**src/design/mbps_pkg.sv**
```systemverilog
package mbps_pkg;

	localparam int MAX_PATTERN_DEF = 64;
	localparam int OFFSET_BITS_DEF = 32;

	localparam int BYTE_W   = 8;
	localparam int INDEX_W  = 6;
	localparam int LENGTH_W = 7;
	localparam int OUT_OFFSET_W = 32;

	localparam logic CMD_LOAD = 1'b0;
	localparam logic CMD_SCAN = 1'b1;

endpackage

```
**src/design/mbps_match.sv**
```systemverilog
module mbps_match #(
	parameter int MAX_PATTERN = mbps_pkg::MAX_PATTERN_DEF,
	parameter int LEN_W       = $clog2(MAX_PATTERN + 1)
) (
	input  logic [LEN_W-1:0]                                 len,
	input  logic [MAX_PATTERN-1:0][mbps_pkg::BYTE_W-1:0]     pattern,
	input  logic [MAX_PATTERN-1:0]                           care_mask,
	input  logic [MAX_PATTERN-1:0][mbps_pkg::BYTE_W-1:0]     window,
	output logic                                             match
);

	logic [MAX_PATTERN-1:0][mbps_pkg::BYTE_W-1:0] rev_pat;
	logic [MAX_PATTERN-1:0][mbps_pkg::BYTE_W-1:0] aligned_pat;
	logic [MAX_PATTERN-1:0]                       rev_care;
	logic [MAX_PATTERN-1:0]                       aligned_care;
	logic [MAX_PATTERN-1:0]                       pos_ok;
	logic [LEN_W-1:0]                             shift;

	// Window entry k lines up with pattern entry len-1-k: reverse the
	// pattern, then drop the MAX_PATTERN-len unused top entries.
	always_comb begin
		for (int k = 0; k < MAX_PATTERN; k++) begin
			rev_pat[k]  = pattern[MAX_PATTERN-1-k];
			rev_care[k] = care_mask[MAX_PATTERN-1-k];
		end
	end

	assign shift        = LEN_W'(MAX_PATTERN) - len;
	assign aligned_pat  = rev_pat >> (shift * mbps_pkg::BYTE_W);
	assign aligned_care = rev_care >> shift;

	always_comb begin
		for (int k = 0; k < MAX_PATTERN; k++) begin
			pos_ok[k] = (LEN_W'(k) >= len) || !aligned_care[k] ||
				(aligned_pat[k] == window[k]);
		end
	end

	assign match = &pos_ok;

endmodule

```
**src/design/masked_byte_pattern_scanner.sv**
```systemverilog
// Wildcard byte signature scanner. A load word (command 0) writes one pattern
// byte and its care bit; a scan word (command 1) pushes one buffer byte into a
// sliding window that is compared against every cared pattern position at once.
// A scan word with last set produces one result: found, and the offset of the
// first match start counted from the buffer start (0 when nothing matched); the
// scanner then clears itself for the next buffer. Results pass the input and
// result registers; one word is accepted every cycle unless a result waits on
// out_ready. Pattern alignment shifter and parallel byte compare lie between.
// Offsets saturate at 2^OFFSET_BITS-1 bytes; bytes past that are not searched.
// The user must write pattern_length only while the scanner is idle; unenforced.
module masked_byte_pattern_scanner #(
	parameter int MAX_PATTERN = mbps_pkg::MAX_PATTERN_DEF,
	parameter int OFFSET_BITS = mbps_pkg::OFFSET_BITS_DEF
) (
	input  logic                                  clk,
	input  logic                                  arst_n,

	input  logic                                  cfg_wr_en,
	input  logic [mbps_pkg::LENGTH_W-1:0]         cfg_wr_data,

	input  logic                                  in_valid,
	output logic                                  in_ready,
	input  logic                                  command,
	input  logic [mbps_pkg::INDEX_W-1:0]          pattern_index,
	input  logic [mbps_pkg::BYTE_W-1:0]           pattern_byte,
	input  logic                                  care,
	input  logic [mbps_pkg::BYTE_W-1:0]           data_byte,
	input  logic                                  last,

	output logic                                  out_valid,
	input  logic                                  out_ready,
	output logic                                  found,
	output logic [mbps_pkg::OUT_OFFSET_W-1:0]     match_offset
);

	localparam int LEN_W  = $clog2(MAX_PATTERN + 1);
	localparam int CW     = OFFSET_BITS + 1;
	localparam int WIDE_W = (OFFSET_BITS > mbps_pkg::OUT_OFFSET_W) ?
		OFFSET_BITS : mbps_pkg::OUT_OFFSET_W;

	logic [mbps_pkg::LENGTH_W-1:0] pattern_length_q;

	logic                          valid_s1;
	logic                          command_s1;
	logic [mbps_pkg::INDEX_W-1:0]  index_s1;
	logic [mbps_pkg::BYTE_W-1:0]   pbyte_s1;
	logic                          care_s1;
	logic [mbps_pkg::BYTE_W-1:0]   data_s1;
	logic                          last_s1;

	logic [MAX_PATTERN-1:0][mbps_pkg::BYTE_W-1:0] pattern_q;
	logic [MAX_PATTERN-1:0]                       care_q;
	logic [MAX_PATTERN-1:0][mbps_pkg::BYTE_W-1:0] window_q;
	logic [MAX_PATTERN-1:0][mbps_pkg::BYTE_W-1:0] window_next;

	logic [OFFSET_BITS-1:0] count_q;
	logic                   hit_q;
	logic [OFFSET_BITS-1:0] first_off_q;

	logic                          out_valid_q;
	logic                          found_q;
	logic [mbps_pkg::OUT_OFFSET_W-1:0] offset_q;

	logic [8:0]       len_raw;
	logic [LEN_W-1:0] len_eff;
	logic             advance;
	logic             is_scan;
	logic             is_load;
	logic             emit;
	logic             room;
	logic [CW-1:0]    count_inc;
	logic             win_match;
	logic             new_hit;
	logic             hit_next;
	logic [OFFSET_BITS-1:0] off_next;
	logic [WIDE_W-1:0]      off_wide;

	// Effective length: zero acts as one, larger than the store saturates.
	always_comb begin
		len_raw = 9'(pattern_length_q);
		if (len_raw == 9'd0) begin
			len_eff = LEN_W'(1);
		end else if (len_raw > 9'(MAX_PATTERN)) begin
			len_eff = LEN_W'(MAX_PATTERN);
		end else begin
			len_eff = LEN_W'(len_raw);
		end
	end

	assign is_scan = valid_s1 && (command_s1 == mbps_pkg::CMD_SCAN);
	assign is_load = valid_s1 && (command_s1 == mbps_pkg::CMD_LOAD);
	assign emit    = is_scan && last_s1;
	assign advance = valid_s1 && (!emit || !out_valid_q || out_ready);
	assign in_ready = !valid_s1 || advance;

	assign room      = (count_q != {OFFSET_BITS{1'b1}});
	assign count_inc = CW'(count_q) + CW'(1);

	always_comb begin
		window_next[0] = data_s1;
		for (int k = 1; k < MAX_PATTERN; k++) begin
			window_next[k] = window_q[k-1];
		end
	end

	mbps_match #(
		.MAX_PATTERN (MAX_PATTERN),
		.LEN_W       (LEN_W)
	) u_match (
		.len       (len_eff),
		.pattern   (pattern_q),
		.care_mask (care_q),
		.window    (window_next),
		.match     (win_match)
	);

	assign new_hit  = is_scan && room && !hit_q && (count_inc >= CW'(len_eff)) && win_match;
	assign hit_next = hit_q || new_hit;
	assign off_next = new_hit ? OFFSET_BITS'(count_inc - CW'(len_eff)) : first_off_q;
	assign off_wide = WIDE_W'(off_next);

	always_ff @(posedge clk or negedge arst_n) begin
		if (!arst_n) begin
			pattern_length_q <= mbps_pkg::LENGTH_W'(1);
		end else if (cfg_wr_en) begin
			pattern_length_q <= cfg_wr_data;
		end
	end

	// Input register
	always_ff @(posedge clk or negedge arst_n) begin
		if (!arst_n) begin
			valid_s1 <= 1'b0;
		end else if (in_ready) begin
			valid_s1 <= in_valid;
		end
	end

	always_ff @(posedge clk) begin
		if (in_ready && in_valid) begin
			command_s1 <= command;
			index_s1   <= pattern_index;
			pbyte_s1   <= pattern_byte;
			care_s1    <= care;
			data_s1    <= data_byte;
			last_s1    <= last;
		end
	end

	// Pattern store: written entry by entry, no reset
	always_ff @(posedge clk) begin
		for (int e = 0; e < MAX_PATTERN; e++) begin
			if (advance && is_load && (9'(index_s1) == 9'(e))) begin
				pattern_q[e] <= pbyte_s1;
				care_q[e]    <= care_s1;
			end
		end
	end

	// Window only holds live bytes once count reaches the length, so no reset
	always_ff @(posedge clk) begin
		if (advance && is_scan && room) begin
			window_q <= window_next;
		end
	end

	always_ff @(posedge clk or negedge arst_n) begin
		if (!arst_n) begin
			count_q     <= '0;
			hit_q       <= 1'b0;
			first_off_q <= '0;
		end else if (advance && is_scan) begin
			if (last_s1) begin
				count_q     <= '0;
				hit_q       <= 1'b0;
				first_off_q <= '0;
			end else begin
				if (room) begin
					count_q <= OFFSET_BITS'(count_inc);
				end
				hit_q       <= hit_next;
				first_off_q <= off_next;
			end
		end
	end

	// Result register
	always_ff @(posedge clk or negedge arst_n) begin
		if (!arst_n) begin
			out_valid_q <= 1'b0;
		end else if (advance && emit) begin
			out_valid_q <= 1'b1;
		end else if (out_ready) begin
			out_valid_q <= 1'b0;
		end
	end

	always_ff @(posedge clk) begin
		if (advance && emit) begin
			found_q  <= hit_next;
			offset_q <= hit_next ? off_wide[mbps_pkg::OUT_OFFSET_W-1:0] : '0;
		end
	end

	assign out_valid    = out_valid_q;
	assign found        = found_q;
	assign match_offset = offset_q;

endmodule
```
**config.mk**
```make
export PLATFORM = sky130hd
export DESIGN_NAME = masked_byte_pattern_scanner
export DESIGN_NICKNAME = d
export VERILOG_FILES = /design/src/design/mbps_pkg.sv /design/src/design/mbps_match.sv /design/src/design/masked_byte_pattern_scanner.sv
export SDC_FILE = /design/constraint.sdc
export NUM_CORES = 2
export LEC_CHECK = 0
export ABC_CLOCK_PERIOD_IN_PS = 108200
export BUFFER_PORTS_ARGS = -buffer_cell sky130_fd_sc_hd__buf_2
export CORE_ASPECT_RATIO = 1.25
export CORE_MARGIN = 8
export CORE_UTILIZATION = 30
export CTS_CLUSTER_SIZE = 25
export DETAILED_ROUTE_END_ITERATION = 7
export PLACE_DENSITY = 0.47
export SLEW_MARGIN = 20
export SYNTH_ARGS = -nofsm -noshare
export SYNTH_HDL_FRONTEND = slang
export SYNTH_HIERARCHICAL = 1
export SYNTH_SLANG_ARGS = --single-unit
```
**constraint.sdc**
```tcl
create_clock -name clk -period 108.2 [get_ports clk]
set_clock_uncertainty 0.15 [all_clocks]
set_input_delay 16.23 -clock clk [delete_from_list [all_inputs] [get_ports clk]]
set_output_delay 16.23 -clock clk [all_outputs]
set_load 0.02 [all_outputs]
```
[Word level (Yosys, flattened, before mapping)]
Cells that the tools add are included.
Word-level totals
  memories: 0
  input bits: 37
  bits in read-only memories: 0
  RAM bits: 0
  flip-flop bits (word level): 1212
  latch bits: 0
  output and inout bits: 35
Operators by class
  shifts and indexed selects: 2
  div/mod/pow operators: 0
  bitwise logic cells: 1
  add/sub/neg operators: 3
  multiply operators: 0
  reduce and logical (&&, ||, !) cells: 283
  order comparisons: 66
  muxes and demuxes: 9
  eq/ne operators: 128
Operators with widths (count)
  $eq 8x8->1: 64
  $shr 512x10->512: 1
  $ge 6x7->1 const A: 32
  $eq 6x6->1 const B: 32
  $logic_or 1x1->1: 132
  $mux 32: 4
  $ge 5x7->1 const A: 16
  $eq 6x5->1 const B: 16
  $logic_and 1x1->1: 77
  $logic_not 1->1: 68
  $reduce_and 64->1: 1
  $shr 64x7->64: 1
  $ge 4x7->1 const A: 8
  $eq 6x4->1 const B: 8
  $add 32x1->33 const B: 1
  $ge 33x7->1: 1
  $ne 32x32->1 const B: 1
  $sub 32x7->32: 1
  $ge 3x7->1 const A: 4
  $eq 6x3->1 const B: 4
  $ge 1x7->1 const A: 2
  $ge 2x7->1 const A: 2
  $mux 7: 2
  $eq 6x2->1 const B: 2
  9 further kinds: 12

[Logic depth before layout (Yosys ltp)]
  word-level depth: 12
  mapped depth: 40

[Modules after synthesis]
The synthesis kept the hierarchy.
By module, submodules not included
  mbps_match: instances 1, area an instance 52509.1 um2, cells each 6537
  masked_byte_pattern_scanner: instances 1, area an instance 39578.0 um2, cells each 1803

[Worst setup path before layout]
OpenSTA, ideal clock, no wires.
  path type: input-to-reg
  from: in out_ready
  to: reg window_q, in the netlist window_next[100], enable pin
  data required time: 106.058 ns
  slack: 55.806 ns
  arrival: 50.251 ns
  cell stages on the path: 3
  buffers on the path: 0
  library setup time: 1.992 ns
  cells stage by stage: nand2b_1 > nor2_1 > nor3_1
Between the ends
  longest elaborated chain between the ends: 4
RTL lines
  start: declaration: RTL line masked_byte_pattern_scanner.sv:31  | input logic out_ready,
  $logic_or 1x1->1: RTL line masked_byte_pattern_scanner.sv:93  | assign advance = valid_s1 && (!emit || !out_valid_q || out_ready);
  $logic_and 1x1->1: RTL line masked_byte_pattern_scanner.sv:93
  $logic_and 1x1->1 (2 in series): RTL line masked_byte_pattern_scanner.sv:162  | if (advance && is_scan && room) begin
  end signal: assignment: RTL line masked_byte_pattern_scanner.sv:163  | window_q <= window_next;
  end: declaration: RTL line masked_byte_pattern_scanner.sv:53  | logic [MAX_PATTERN-1:0][mbps_pkg::BYTE_W-1:0] window_q;
No other way between the ends.
A chain may end at the register's enable or synchronous reset.

[Worst setup path after layout]
  from: in out_ready
  to: out in_ready
Between the ends
  longest elaborated chain between the ends: 3
RTL lines
  $logic_or 1x1->1: RTL line masked_byte_pattern_scanner.sv:93
  $logic_and 1x1->1: RTL line masked_byte_pattern_scanner.sv:93
  $logic_or 1x1->1: RTL line masked_byte_pattern_scanner.sv:94  | assign in_ready = !valid_s1 || advance;
  end: declaration: RTL line masked_byte_pattern_scanner.sv:22  | output logic in_ready,
No other way between the ends.

==> qor.log <==
qor: pwr.swShare 0.497
qor: grt.grt_pass1_vias 78,100
qor: clock_tree.ctsLongestPathBuffers 4
qor: drt.drt-vias-per-instance 6.97
qor: clock_tree.clk_root_buffer_cell sky130_fd_sc_hd__clkbuf_16
qor: timing.slew_viol_final 0
qor: die.floorplan.core_area 0.306 mm²
qor: run.maxCapViolations 1
qor: pwr.power.share.sequential 0.237
qor: placed_design.dpl.hpwl 512 mm
qor: clock_tree.clkLatencyLatePin 0.90 ns
qor: clock_tree.post_cts_hold_buffer_count 0
qor: clock_tree.postCtsSetupBuffers 0
qor: clock_tree.cts_buffers 159
qor: synth.synth_largest_type_area_fraction 0.371
qor: pwr.power.combinational.fraction 0.529
qor: synth.yosys_register_bits 1,212
qor: synth.synth-main-ff-cell sky130_fd_sc_hd__edfxtp_1
qor: drt.detail_route.wirelength.met1 243 mm
qor: synth.async_reset_ff_frac 0.0611
qor: run_status.violations_in_the_final_reports design-rule violations, max-capacitance violations
qor: clock_tree.cts.repair.resized 0
qor: die.fp.dieW 512 µm
qor: synth.synth_edf_count 1,138
qor: synth.synthesis.instances 8,340
qor: grt.global_route_wire_length_before_repair 833 mm
qor: timing.grt_setup_unrepaired false
qor: synth.ys_types 108
qor: die.start_util 0.301
qor: timing.layout_min_cycle_time 33.54 ns
qor: setup_path.startpoint_class primary input
qor: setup_path.timing.critical_path.to_type output pin
qor: placed_design.place_congestion 1.09
qor: pwr.p_sw 1130 µW
qor: drt.final_antenna_net_count 0
qor: timing.tns 0 ns
qor: synth.post_synth.cell_area_avg 11.0 µm²
qor: pwr.max-vdd-ir-drop 0.0114 mV
qor: timing.final_hold_viol_count 0
qor: drt.wl_met2 278 mm
qor: setup_path.critical_path.reg2reg.endpoint first_off_q[4]$_DFFE_PN0P_
qor: synth.synth_seq_area_share 0.391
qor: pwr.intPower 1150 µW
qor: die.floorplan.die_area 0.325 mm²
qor: drt.drt_first_iter_violations 14,700
qor: drt.remaining_routing_drc_violations 1
qor: setup_path.worst-r2r-setup-slack 94.20 ns
qor: final_layout.fin_nets 8,315
qor: setup_path.critPathRequiredTime 91.82 ns
qor: grt.grt_start_max_net_pins 125
qor: grt.global_route.usage.total 0.384
qor: setup_path.signal_arrival_time_at_the_worst_endpoint 17.16 ns
qor: drt.highest_layer met5
qor: hold_path.min_path_type register to register
qor: die.fp.dieH 635 µm
qor: die.floorplan.rows 227
qor: timing.slew_headroom 0.0138
qor: final_layout.layout.cells.non_filler 12,500
qor: setup_path.criticalPathCategory primary input to output pin
qor: drt.initial_drt_pass_iterations 8
qor: timing.clock.fmax 29.8 MHz
qor: synth.synthesis.yosys.warnings 6
qor: pwr.power.clock.fraction 0.234
qor: clock_tree.cts.reportedPaths.clkPinSlew 0.07 ns
qor: clock_tree.numClockSinks 1,212
qor: grt.antenna_found_initial 86
qor: setup_path.worst-path-max-fanout 4
qor: synth.synth_top_cells_by_count sky130_fd_sc_hd__edfxtp_1, sky130_fd_sc_hd__nand2_1, sky130_fd_sc_hd__mux2i_1, sky130_fd_sc_hd__mux4_2, sky130_fd_sc_hd__nor2_1
qor: hold_path.hold_start window_next[93]$_DFFE_PP_
qor: drt.routed_wirelength 659 mm
qor: drt.wl_per_cell 52.9 µm
qor: setup_path.r2r-start pattern_length_q[5]$_DFFE_PN0P_
qor: drt.via_count 86,900
qor: synth.leading_post_synthesis_cells_by_cell_area sky130_fd_sc_hd__edfxtp_1, sky130_fd_sc_hd__mux4_2, sky130_fd_sc_hd__mux2i_1
qor: placed_design.post-place-cells 12,100
qor: timing.tightest_slew 1.47 ns
qor: hold_path.whs_path_depth 0
qor: clock_tree.clock_tree.htree_level_count 4
qor: synth.synth.most_common_cell sky130_fd_sc_hd__edfxtp_1
qor: setup_path.worst-r2r-cell-count 29
qor: grt.grt.overflow.total 0
qor: timing.setup_violations 0
qor: timing.final_min_period_over_clock_period 0.310
qor: drt.detailroute.wirelength.met3 73.3 mm
qor: synth.synth.largest_area_cell sky130_fd_sc_hd__edfxtp_1
qor: synth.syn_area 0.0921 mm²
qor: final_layout.final_layout_size_suffix_gt1_frac 0.212
qor: final_layout.area.growth.synth_to_final 11.7%
qor: synth.synth_nets 8,388
qor: die.ioPinCount 72
qor: hold_path.whs_endpoint window_next[101]$_DFFE_PP_
qor: placed_design.buffer_ports.inserted 71
qor: clock_tree.tritoncts done
qor: run_status.run_status complete, but fails checks
qor: pwr.cellLeakagePower 0.0345 µW
qor: pwr.power_density 22.2 mW/mm²
[sequential cells by signal, summed over array words and instances (netlist names), 6 cells and up]
name              flops
window_next         504
count_q              32
match_offset         32
pbyte_s1              8
care_q               64
index_s1              6
data_s1               8
pattern_length_q      7
pattern_q           512
first_off_q          32
[worst max-delay path by stage]
stage / start / end / slack [ns] / cells past startpoint
after floorplan: out_ready / window_next[100]$_DFFE_PP_ / 55.81 / 3
after global placement: out_ready / in_ready / 74.61 / 5
after detailed placement: out_ready / in_ready / 74.66 / 5
after CTS: out_ready / in_ready / 74.66 / 5
after global routing: out_ready / in_ready / 74.61 / 5
final: out_ready / in_ready / 74.66 / 5
[critical path, stage by stage]
cell                       delay [ns]
sky130_fd_sc_hd__buf_2           0.10
sky130_fd_sc_hd__nand2b_1        0.18
sky130_fd_sc_hd__nor2_1          0.28
sky130_fd_sc_hd__inv_1           0.16
sky130_fd_sc_hd__buf_2           0.20
[placed cells by master, fill, tap and decap left out, drive strengths merged, types with 50 or more instances in the layout]
cell type  count
o221ai        76
nand3        284
o22ai        178
nor4          73
xnor2        178
nand4         83
xor2         179
nor3         140
a211oi       102
clkbuf       188
o21ai        413
clkinv        55
o32ai         68
inv          116
mux2         319
mux4         535
nor2         477
a31oi        143
o211ai       136
buf          474
a21oi        316
diode         69
nand2        800
edfxtp      1138
a22o          71
a22oi         50
and3          57
dfrtp         73
nor4b         52
mux2i        751
[kinds of logic (layout without fill, tap and decap cells)]
| family | Yosys count | in the layout | share of synthesized area |
|---|---|---|---|
| simple gates | 2248 | 2248 | 0.117 |
| compound gates | 2092 | 2092 | 0.157 |
| other cells | 0 | 69 | 0 |
| xor+xnor | 357 | 357 | 0.0341 |
| mux | 1605 | 1605 | 0.252 |
| fa+ha+maj | 11 | 11 | 0.00158 |
| flops | 1212 | 1212 | 0.391 |
| buf+inv | 815 | 861 | 0.0466 |
[power by group through the flow]
| stage | Clock (µW) | Sequential [µW] | Combinational (µW) |
|---|---|---|---|
| 5_1_grt | 554 | 541 | 1180 |
| 3_5_place_dp | 0 | 550 | 1130 |
| 4_1_cts | 543 | 540 | 1130 |
| 6_report | 534 | 541 | 1210 |
| 2_1_floorplan | 0 | 555 | 587 |
| 3_3_place_gp | 0 | 549 | 1130 |
[routing by layer]
layer  GRT usage  vias to the layer above
met5           0                        -
met4       0.303                       30
met3       0.126                     1626
met2       0.563                     6748
met1       0.463                    45200
li1            -                    33300
[per-stage QoR]
step	total power, µW	hold slack [ns]	setup slack, ns	utilization	instance area, µm²
after global routing	2280	0.313	74.61	0.336	103000
after CTS	2220	0.294	74.66	0.336	103000
after floorplan	1140	0.276	55.81	-	92100
after detailed placement	1680	0.304	74.66	0.320	97600
after global placement	1680	0.292	74.61	0.319	97500
final	2280	0.300	74.66	0.337	103000
[cell type report]
type / instances / area, µm²
clock inverters: 92 / 815
fillers: 30700 / 203000
inverters: 107 / 409
repair buffers: 474 / 3600
clock buffers: 188 / 4140
well taps: 4007 / 5010
multi-input cells: 6313 / 52700
flip-flops and latches: 1212 / 36000
diodes: 69 / 173
Note: power is estimated with default switching activity, not from simulation.
